**config.mk**
```make
export PLATFORM = sky130hd
export DESIGN_NAME = imu_bias_running_mean_top
export DESIGN_NICKNAME = d
export VERILOG_FILES = /design/src/hdl/ibrm_pkg.sv /design/src/hdl/ibrm_div.sv /design/src/hdl/imu_bias_running_mean_top.sv
export SDC_FILE = /design/constraint.sdc
export NUM_CORES = 1
export LEC_CHECK = 0
export ABC_AREA = 0
export BUFFER_PORTS_ARGS = -buffer_cell sky130_fd_sc_hd__buf_2
export CORE_MARGIN = 3
export CORE_UTILIZATION = 45
export CTS_BUF_LIST = sky130_fd_sc_hd__clkbuf_4 sky130_fd_sc_hd__clkbuf_8
export DETAILED_ROUTE_END_ITERATION = 7
export PLACE_DENSITY = 0.66
export SYNTH_ARGS = -nofsm -noshare
export SYNTH_HDL_FRONTEND = slang
export SYNTH_HIERARCHICAL = 1
export SYNTH_SLANG_ARGS = --single-unit
```
**constraint.sdc**
```tcl
create_clock -name clock -period 11.2 [get_ports clock]
set_clock_uncertainty 0.15 [all_clocks]
set_input_delay 1.68 -clock clock [delete_from_list [all_inputs] [get_ports clock]]
set_output_delay 1.68 -clock clock [all_outputs]
set_load 0.05 [all_outputs]
```
**src/hdl/ibrm_pkg.sv**
```systemverilog
// shared widths, constants and helper functions for the imu bias running mean
package ibrm_pkg;

   localparam int AXES          = 3;
   localparam int FRACTION_BITS = 16;

   localparam int SAMPLE_W  = 16;
   localparam int COUNT_W   = 32;
   localparam int GYRO_W    = 32;
   localparam int ACCEL_W   = 33;
   localparam int BIAS_W    = ACCEL_W;
   localparam int NUM_BIAS  = 6;
   localparam int AXIS_W    = 3;
   localparam int LANE_W    = 2;
   localparam int CSR_IDX_W = 2;

   localparam int TGT_W  = SAMPLE_W + 1 + FRACTION_BITS;
   localparam int MAG_W  = (TGT_W > BIAS_W) ? TGT_W : BIAS_W;
   localparam int CALC_W = MAG_W + 2;
   localparam int DIV_W  = CALC_W - 1;

   localparam logic [CSR_IDX_W-1:0] CSR_EXPECTED_X = 2'd0;
   localparam logic [CSR_IDX_W-1:0] CSR_EXPECTED_Y = 2'd1;
   localparam logic [CSR_IDX_W-1:0] CSR_EXPECTED_Z = 2'd2;

   localparam logic signed [SAMPLE_W-1:0] EXPECTED_X_RESET = 16'sd0;
   localparam logic signed [SAMPLE_W-1:0] EXPECTED_Y_RESET = 16'sd0;
   localparam logic signed [SAMPLE_W-1:0] EXPECTED_Z_RESET = 16'sd4096;

   localparam logic signed [CALC_W-1:0] GYRO_HI =
      {{(CALC_W-GYRO_W+1){1'b0}}, {(GYRO_W-1){1'b1}}};
   localparam logic signed [CALC_W-1:0] GYRO_LO = ~GYRO_HI;
   localparam logic signed [CALC_W-1:0] ACCEL_HI =
      {{(CALC_W-ACCEL_W+1){1'b0}}, {(ACCEL_W-1){1'b1}}};
   localparam logic signed [CALC_W-1:0] ACCEL_LO = ~ACCEL_HI;

   // sample (minus gravity for accel) scaled to fixed point
   function automatic logic signed [TGT_W-1:0] bias_target(
      input logic signed [SAMPLE_W-1:0] sample,
      input logic signed [SAMPLE_W-1:0] expected,
      input logic                       is_accel
   );
      logic signed [SAMPLE_W:0] d;
      d = {sample[SAMPLE_W-1], sample} -
          (is_accel ? {expected[SAMPLE_W-1], expected} : {(SAMPLE_W+1){1'b0}});
      return TGT_W'(d) <<< FRACTION_BITS;
   endfunction

   // clamp to the gyro or accel bias width
   function automatic logic signed [BIAS_W-1:0] sat_bias(
      input logic signed [CALC_W-1:0] v,
      input logic                     is_gyro
   );
      logic signed [CALC_W-1:0] hi;
      logic signed [CALC_W-1:0] lo;
      logic signed [CALC_W-1:0] r;
      hi = is_gyro ? GYRO_HI : ACCEL_HI;
      lo = is_gyro ? GYRO_LO : ACCEL_LO;
      if (v > hi) begin
         r = hi;
      end else if (v < lo) begin
         r = lo;
      end else begin
         r = v;
      end
      return BIAS_W'(r);
   endfunction

endpackage

```
**src/hdl/ibrm_div.sv**
```systemverilog
// unsigned restoring divider, one quotient bit per cycle
module ibrm_div
   import ibrm_pkg::*;
(
   input  logic               clock,
   input  logic               reset,
   input  logic               start,
   input  logic [DIV_W-1:0]   dividend,
   input  logic [COUNT_W-1:0] divisor,
   output logic               done,
   output logic [DIV_W-1:0]   quotient
);

   localparam int CNT_W = $clog2(DIV_W + 1);

   logic [COUNT_W-1:0] rem_ff, rem_in;
   logic [DIV_W-1:0]   quo_ff, quo_in;
   logic [COUNT_W-1:0] dvs_ff;
   logic [CNT_W-1:0]   cnt_ff, cnt_in;
   logic               busy_ff, busy_in;
   logic               done_ff, done_in;
   logic [COUNT_W:0]   shifted;
   logic [COUNT_W+1:0] trial;
   logic               fits;

   always_comb begin
      shifted = {rem_ff, quo_ff[DIV_W-1]};
      trial   = {1'b0, shifted} - {2'b00, dvs_ff};
      fits    = ~trial[COUNT_W+1];
      rem_in  = fits ? trial[COUNT_W-1:0] : shifted[COUNT_W-1:0];
      quo_in  = {quo_ff[DIV_W-2:0], fits};
      cnt_in  = cnt_ff - CNT_W'(1);
      busy_in = busy_ff && (cnt_ff != CNT_W'(1));
      done_in = busy_ff && (cnt_ff == CNT_W'(1));
   end

   always_ff @(posedge clock) begin
      if (reset) begin
         busy_ff <= 1'b0;
         done_ff <= 1'b0;
         cnt_ff  <= '0;
      end else if (start) begin
         busy_ff <= 1'b1;
         done_ff <= 1'b0;
         cnt_ff  <= CNT_W'(DIV_W);
      end else begin
         busy_ff <= busy_in;
         done_ff <= done_in;
         if (busy_ff) begin
            cnt_ff <= cnt_in;
         end
      end
   end

   always_ff @(posedge clock) begin
      if (start) begin
         rem_ff <= '0;
         quo_ff <= dividend;
         dvs_ff <= divisor;
      end else if (busy_ff) begin
         rem_ff <= rem_in;
         quo_ff <= quo_in;
      end
   end

   assign done     = done_ff;
   assign quotient = quo_ff;

endmodule

```
**src/hdl/imu_bias_running_mean_top.sv**
```systemverilog
// imu bias running mean: six cumulative moving average biases, top level
//
// Each request carries one six-axis sample and its sample count. A count of
// zero seeds all biases from the sample (accel minus expected gravity); any
// other count moves each bias by (x - bias) / count, truncated toward zero,
// one axis after another through a single shared restoring divider that
// retires one quotient bit per cycle. Requests are not taken while one is in
// work. The six biases come back as one response per request, held in an
// output register so the next request can start while it waits.
// Expected gravity registers are written through the csr port; the user must
// write them only while idle, the block itself does not enforce it.
module imu_bias_running_mean_top
   import ibrm_pkg::*;
(
   input  logic                       clock,
   input  logic                       reset,

   input  logic                       csr_valid,
   output logic                       csr_ready,
   input  logic [CSR_IDX_W-1:0]       csr_index,
   input  logic [SAMPLE_W-1:0]        csr_wdata,

   input  logic                       req_valid,
   output logic                       req_ready,
   input  logic signed [SAMPLE_W-1:0] req_gyro_x,
   input  logic signed [SAMPLE_W-1:0] req_gyro_y,
   input  logic signed [SAMPLE_W-1:0] req_gyro_z,
   input  logic signed [SAMPLE_W-1:0] req_accel_x,
   input  logic signed [SAMPLE_W-1:0] req_accel_y,
   input  logic signed [SAMPLE_W-1:0] req_accel_z,
   input  logic [COUNT_W-1:0]         req_sample_count,

   output logic                       rsp_valid,
   input  logic                       rsp_ready,
   output logic signed [GYRO_W-1:0]   rsp_gyro_bias_x,
   output logic signed [GYRO_W-1:0]   rsp_gyro_bias_y,
   output logic signed [GYRO_W-1:0]   rsp_gyro_bias_z,
   output logic signed [ACCEL_W-1:0]  rsp_accel_bias_x,
   output logic signed [ACCEL_W-1:0]  rsp_accel_bias_y,
   output logic signed [ACCEL_W-1:0]  rsp_accel_bias_z
);

   localparam logic [1:0] ST_IDLE  = 2'd0;
   localparam logic [1:0] ST_SETUP = 2'd1;
   localparam logic [1:0] ST_DIV   = 2'd2;
   localparam logic [1:0] ST_DONE  = 2'd3;

   localparam logic [AXIS_W-1:0] LAST_AXIS  = AXIS_W'(NUM_BIAS - 1);
   localparam logic [AXIS_W-1:0] FIRST_ACC  = AXIS_W'(3);

   logic [1:0]                 state_ff;
   logic [AXIS_W-1:0]          axis_ff;
   logic signed [SAMPLE_W-1:0] sample_ff [NUM_BIAS];
   logic [COUNT_W-1:0]         count_ff;
   logic                       neg_ff;
   logic signed [BIAS_W-1:0]   bias_ff [NUM_BIAS];
   logic signed [BIAS_W-1:0]   out_ff [NUM_BIAS];
   logic signed [SAMPLE_W-1:0] exp_ff [3];
   logic                       rsp_valid_ff;

   logic                       is_gyro;
   logic [LANE_W-1:0]          lane;
   logic                       skip;
   logic signed [TGT_W-1:0]    target;
   logic signed [CALC_W-1:0]   diff;
   logic [CALC_W-1:0]          diff_abs;
   logic [DIV_W-1:0]           div_dividend;
   logic                       div_start;
   logic                       div_done;
   logic [DIV_W-1:0]           div_quotient;
   logic signed [CALC_W-1:0]   step;
   logic signed [CALC_W-1:0]   updated;
   logic                       last_axis;
   logic                       rsp_load;

   always_comb begin
      is_gyro      = axis_ff < FIRST_ACC;
      lane         = is_gyro ? axis_ff[LANE_W-1:0] : LANE_W'(axis_ff - FIRST_ACC);
      skip         = 32'(lane) >= AXES;
      target       = bias_target(sample_ff[axis_ff], exp_ff[lane], ~is_gyro);
      diff         = CALC_W'(target) - CALC_W'(bias_ff[axis_ff]);
      diff_abs     = diff[CALC_W-1] ? -diff : diff;
      div_dividend = diff_abs[DIV_W-1:0];
      div_start    = (state_ff == ST_SETUP) && !skip && (count_ff != '0);
      step         = neg_ff ? -$signed({1'b0, div_quotient})
                            : $signed({1'b0, div_quotient});
      updated      = CALC_W'(bias_ff[axis_ff]) + step;
      last_axis    = axis_ff == LAST_AXIS;
      rsp_load     = (state_ff == ST_DONE) && (!rsp_valid_ff || rsp_ready);
   end

   ibrm_div u_div (
      .clock    (clock),
      .reset    (reset),
      .start    (div_start),
      .dividend (div_dividend),
      .divisor  (count_ff),
      .done     (div_done),
      .quotient (div_quotient)
   );

   // expected gravity registers
   always_ff @(posedge clock) begin
      if (reset) begin
         exp_ff[0] <= EXPECTED_X_RESET;
         exp_ff[1] <= EXPECTED_Y_RESET;
         exp_ff[2] <= EXPECTED_Z_RESET;
      end else if (csr_valid) begin
         case (csr_index)
            CSR_EXPECTED_X: exp_ff[0] <= csr_wdata;
            CSR_EXPECTED_Y: exp_ff[1] <= csr_wdata;
            CSR_EXPECTED_Z: exp_ff[2] <= csr_wdata;
            default: ;
         endcase
      end
   end

   // sequencer and bias store
   always_ff @(posedge clock) begin
      if (reset) begin
         state_ff <= ST_IDLE;
         axis_ff  <= '0;
         for (int i = 0; i < NUM_BIAS; i++) begin
            bias_ff[i] <= '0;
         end
      end else begin
         case (state_ff)
            ST_IDLE: begin
               if (req_valid) begin
                  axis_ff  <= '0;
                  state_ff <= ST_SETUP;
               end
            end
            ST_SETUP: begin
               if (skip || count_ff == '0) begin
                  if (!skip) begin
                     bias_ff[axis_ff] <= sat_bias(CALC_W'(target), is_gyro);
                  end
                  axis_ff  <= axis_ff + AXIS_W'(1);
                  state_ff <= last_axis ? ST_DONE : ST_SETUP;
               end else begin
                  state_ff <= ST_DIV;
               end
            end
            ST_DIV: begin
               if (div_done) begin
                  bias_ff[axis_ff] <= sat_bias(updated, is_gyro);
                  axis_ff          <= axis_ff + AXIS_W'(1);
                  state_ff         <= last_axis ? ST_DONE : ST_SETUP;
               end
            end
            ST_DONE: begin
               if (rsp_load) begin
                  state_ff <= ST_IDLE;
               end
            end
            default: state_ff <= ST_IDLE;
         endcase
      end
   end

   // request capture and divide sign
   always_ff @(posedge clock) begin
      if (req_valid && req_ready) begin
         sample_ff[0] <= req_gyro_x;
         sample_ff[1] <= req_gyro_y;
         sample_ff[2] <= req_gyro_z;
         sample_ff[3] <= req_accel_x;
         sample_ff[4] <= req_accel_y;
         sample_ff[5] <= req_accel_z;
         count_ff     <= req_sample_count;
      end
      if (div_start) begin
         neg_ff <= diff[CALC_W-1];
      end
   end

   // response register
   always_ff @(posedge clock) begin
      if (reset) begin
         rsp_valid_ff <= 1'b0;
      end else if (rsp_load) begin
         rsp_valid_ff <= 1'b1;
      end else if (rsp_ready) begin
         rsp_valid_ff <= 1'b0;
      end
   end

   always_ff @(posedge clock) begin
      if (rsp_load) begin
         for (int i = 0; i < NUM_BIAS; i++) begin
            out_ff[i] <= bias_ff[i];
         end
      end
   end

   assign csr_ready        = !reset;
   assign req_ready        = (state_ff == ST_IDLE) && !reset;
   assign rsp_valid        = rsp_valid_ff;
   assign rsp_gyro_bias_x  = out_ff[0][GYRO_W-1:0];
   assign rsp_gyro_bias_y  = out_ff[1][GYRO_W-1:0];
   assign rsp_gyro_bias_z  = out_ff[2][GYRO_W-1:0];
   assign rsp_accel_bias_x = out_ff[3];
   assign rsp_accel_bias_y = out_ff[4];
   assign rsp_accel_bias_z = out_ff[5];

endmodule
```
==> summary.txt <==
Timing
  • Hold Fails Final Rpt: 0
  • Final Max Tran Viols: 0
  • Highest attainable clock frequency: 0.1248 GHz
  • Final setup vio count: 0
  • Final worst-path cycle share: 0.7154
  • Worst-Margin Slew: 1.258 ns
  • Worst rel slew slack: 0.1494
  • Fin crit period: 8.013 ns
  • Setup TNS: 0 ns
  • RSZ-0062 raised after global routing: no

Clock network
  • CTS sink cnt: 751
  • Clk buf depth: 3
  • Cts bufs inserted: 117
  • Root Buffer: clkbuf_8
  • TritonCTS clock tree: done
  • Hold_buf cts: 0
  • CTS resizes: 0
  • Clock H-tree levels: 3
  • Setup Buffers After CTS: 0
  • Clk_lat worst skew: 0.75 ns
  • Clock-pin slew on the worst setup and hold paths: 0.07 ns

Global route
  • GR Util All Layers: 0.2368
  • Pin count of the biggest net entering global routing: 170
  • Number of global-route vias before repair: 24,952
  • Global-route wire length before repair: 153,900 um
  • Antenna violations before repair: 2
  • Grt ovf: 0

Synth
  • Yosys top cell area share: 0.5738
  • Post-synth top flop: edfxtp_1
  • Mapped Area: 36,740 sq um
  • Most frequent cell after synthesis: edfxtp_1
  • Sequential share of the synthesized area: 0.6005
  • Synthesized instance count: 2,842
  • Cell taking the most area after synthesis: edfxtp_1
  • Synth area leaders: edfxtp_1, mux4_2, ha_1, a21oi_1, mux2i_1
  • Yosys cell types: 108
  • Synth cell count leaders: edfxtp_1, a21oi_1, nor2_1
  • Syn Area/Cell: 12.93 sq um
  • Post-synth EDFFs: 702
  • #FFs+latches synth: 751
  • YS warnings: 6
  • Ys async rst share: 0
  • Syn Nets: 3,105

Final layout
  • Design Area, Final: 42,010 sq um
  • Share of layout cells above drive strength 1: 0.2281
  • Fill cells: 6,941
  • Final #Nets: 3,482
  • Synth-to-layout area growth: 14.35%

Critical path
  • Critical path's largest stage delay: 0.93 ns
  • Crit path launch type: flop
  • CP required: 11.48 ns
  • Slowest CP cell: dfxtp_4
  • Delay-heaviest family, CP: compound AO/OA/AOI/OAI gates
  • Worst setup EP type: flop
  • Critical path's most frequent cell: nand4_1
  • Crit path max fanout: 40
  • Worst EP arrival: 8.30 ns
  • Worst Path Buf+Inv: 2
  • Critical path class: flop to flop
  • Crit-path cells: clkinv_1 > mux2i_1 > o211ai_1 > inv_1 > ha_1 > nand4_1 > nor3_1 > o21ai_0 > a211o_1 > a21o_1 > nand2_1 > a31oi_1 > xnor2_1 > ha_1 > nand4_1 > nor4_1 > and4_1 > nand4_1 > o41a_1 > or3_1 > a21oi_1 > nor2_1

Power
  • Pwr Total: 10.02 mW
  • Power density over the cells: 238.5 nW/um^2
  • Worst vdd ir: 0.1217 mV
  • Leak: 15.68 nW

Route
  • First-pass DRT Iterations: 5
  • Final WL: 103,100 um
  • Vias per inst: 5.770
  • Post-DRT Antenna Nets: 0
  • DRC: 0
  • Routed len/inst: 23.55 um
  • Vias: 25,257
  • Number of DRC markers in iteration 0: 2,328

Placement
  • Post-detail-place hpwl: 76,270 um
  • Port buffer count: 348
  • Placed inst area: 39,600 sq um
  • Routability Congestion: 0.9722

Flow run
  • Number of max-cap violations: 0

Floorplan
  • Die Area: 85,100 sq um
  • Ports: 349
  • Die W: 291.7 um
  • Rows: 104
  • Die Y: 291.7 um
  • Core area: 80,680 sq um
  • Initial core utilization: 0.4553

Status
  • Status: complete, no violations

Min path
  • Worst min path class: flop to flop
==> layer usage <==
metal  part of all wire  up-vias  track usage
li1                   -    11526            -
met1               0.44    12384       0.3375
met2               0.46     1194       0.3765
met3              0.082      151      0.04145
met4              0.021        2      0.06442
met5           0.000039        -            0
==> kinds of logic after synthesis <==
group	Yosys count	synth area share
simple gates	704	0.09288
compound gates	610	0.1085
fa+ha+maj	113	0.03903
mux	237	0.08856
xor+xnor	175	0.04193
flops	751	0.6005
buf+inv	252	0.02858
==> placed cells by master (no fill, tap or decap), types with 61 or more instances in the layout <==
cell type,instances
mux2i_1,114
ha_1,109
a21oi_1,234
nor2_1,224
edfxtp_1,702
clkbuf_8,124
xnor2_1,127
inv_1,114
buf_2,348
nand2_1,192
o21ai_0,93
mux4_2,61
==> flip-flops by register name (all words and copies together), names as in the netlist, named ones only <==
signal	flops
axis_ff	3
bias_ff	264
count_ff	32
exp_ff	48
neg_ff	1
out_ff	195
rsp_valid	1
sample_ff	96
state_ff	2
u_div/busy_ff	1
u_div/cnt_ff	6
u_div/done	1
u_div/dvs_ff	32
u_div/quotient	34
u_div/rem_ff	32
==> final timing paths <==
path / depth (start not counted) / slack [ns] / from / end
max: 22 / 3.19 / flop / bias_ff[6][1]$_DFFE_PP_
min: 0 / 0.30 / bias_ff[0][1]$_SDFFCE_PN0P_ / out_ff[0][1]$_DFFE_PP_
max reg2reg: 22 / 3.19 / flop / bias_ff[6][1]$_DFFE_PP_
min reg2reg: 0 / 0.30 / bias_ff[0][1]$_SDFFCE_PN0P_ / out_ff[0][1]$_DFFE_PP_
==> report_power, final <==
part | leakage, nW | switching [mW] | internal [mW]
sequential | 7.29 | 0.220 | 3.36
combinational | 7.13 | 2.61 | 1.47
clock | 1.26 | 1.09 | 1.26
==> per-stage QoR <==
stage	setup WS [ns]	std cells	util	hold WS, ns
after floorplan	3.765	2842	-	0.2672
after global placement	3.164	4160	0.4909	0.2814
after detailed placement	3.195	4160	0.4909	0.2829
after CTS	3.157	4375	0.5206	0.2964
after global routing	2.619	4377	0.5207	0.3041
final	3.188	4377	0.5207	0.2954
==> cell type report <==
cell class                      instances  area (sq um)  area share
Timing Repair Buffer                  382          2022     0.04813
Clock inverter                         59         454.2     0.01081
Multi-Input combinational cell       1839         13700      0.3261
Tap cell                             1060          1326     0.03157
Antenna cell                            2         5.005   0.0001191
Inverter                              128         481.7     0.01147
Sequential cell                       751         22070      0.5255
Clock buffer                          156          1947     0.04635
Note: power is estimated with default switching activity, not from simulation.
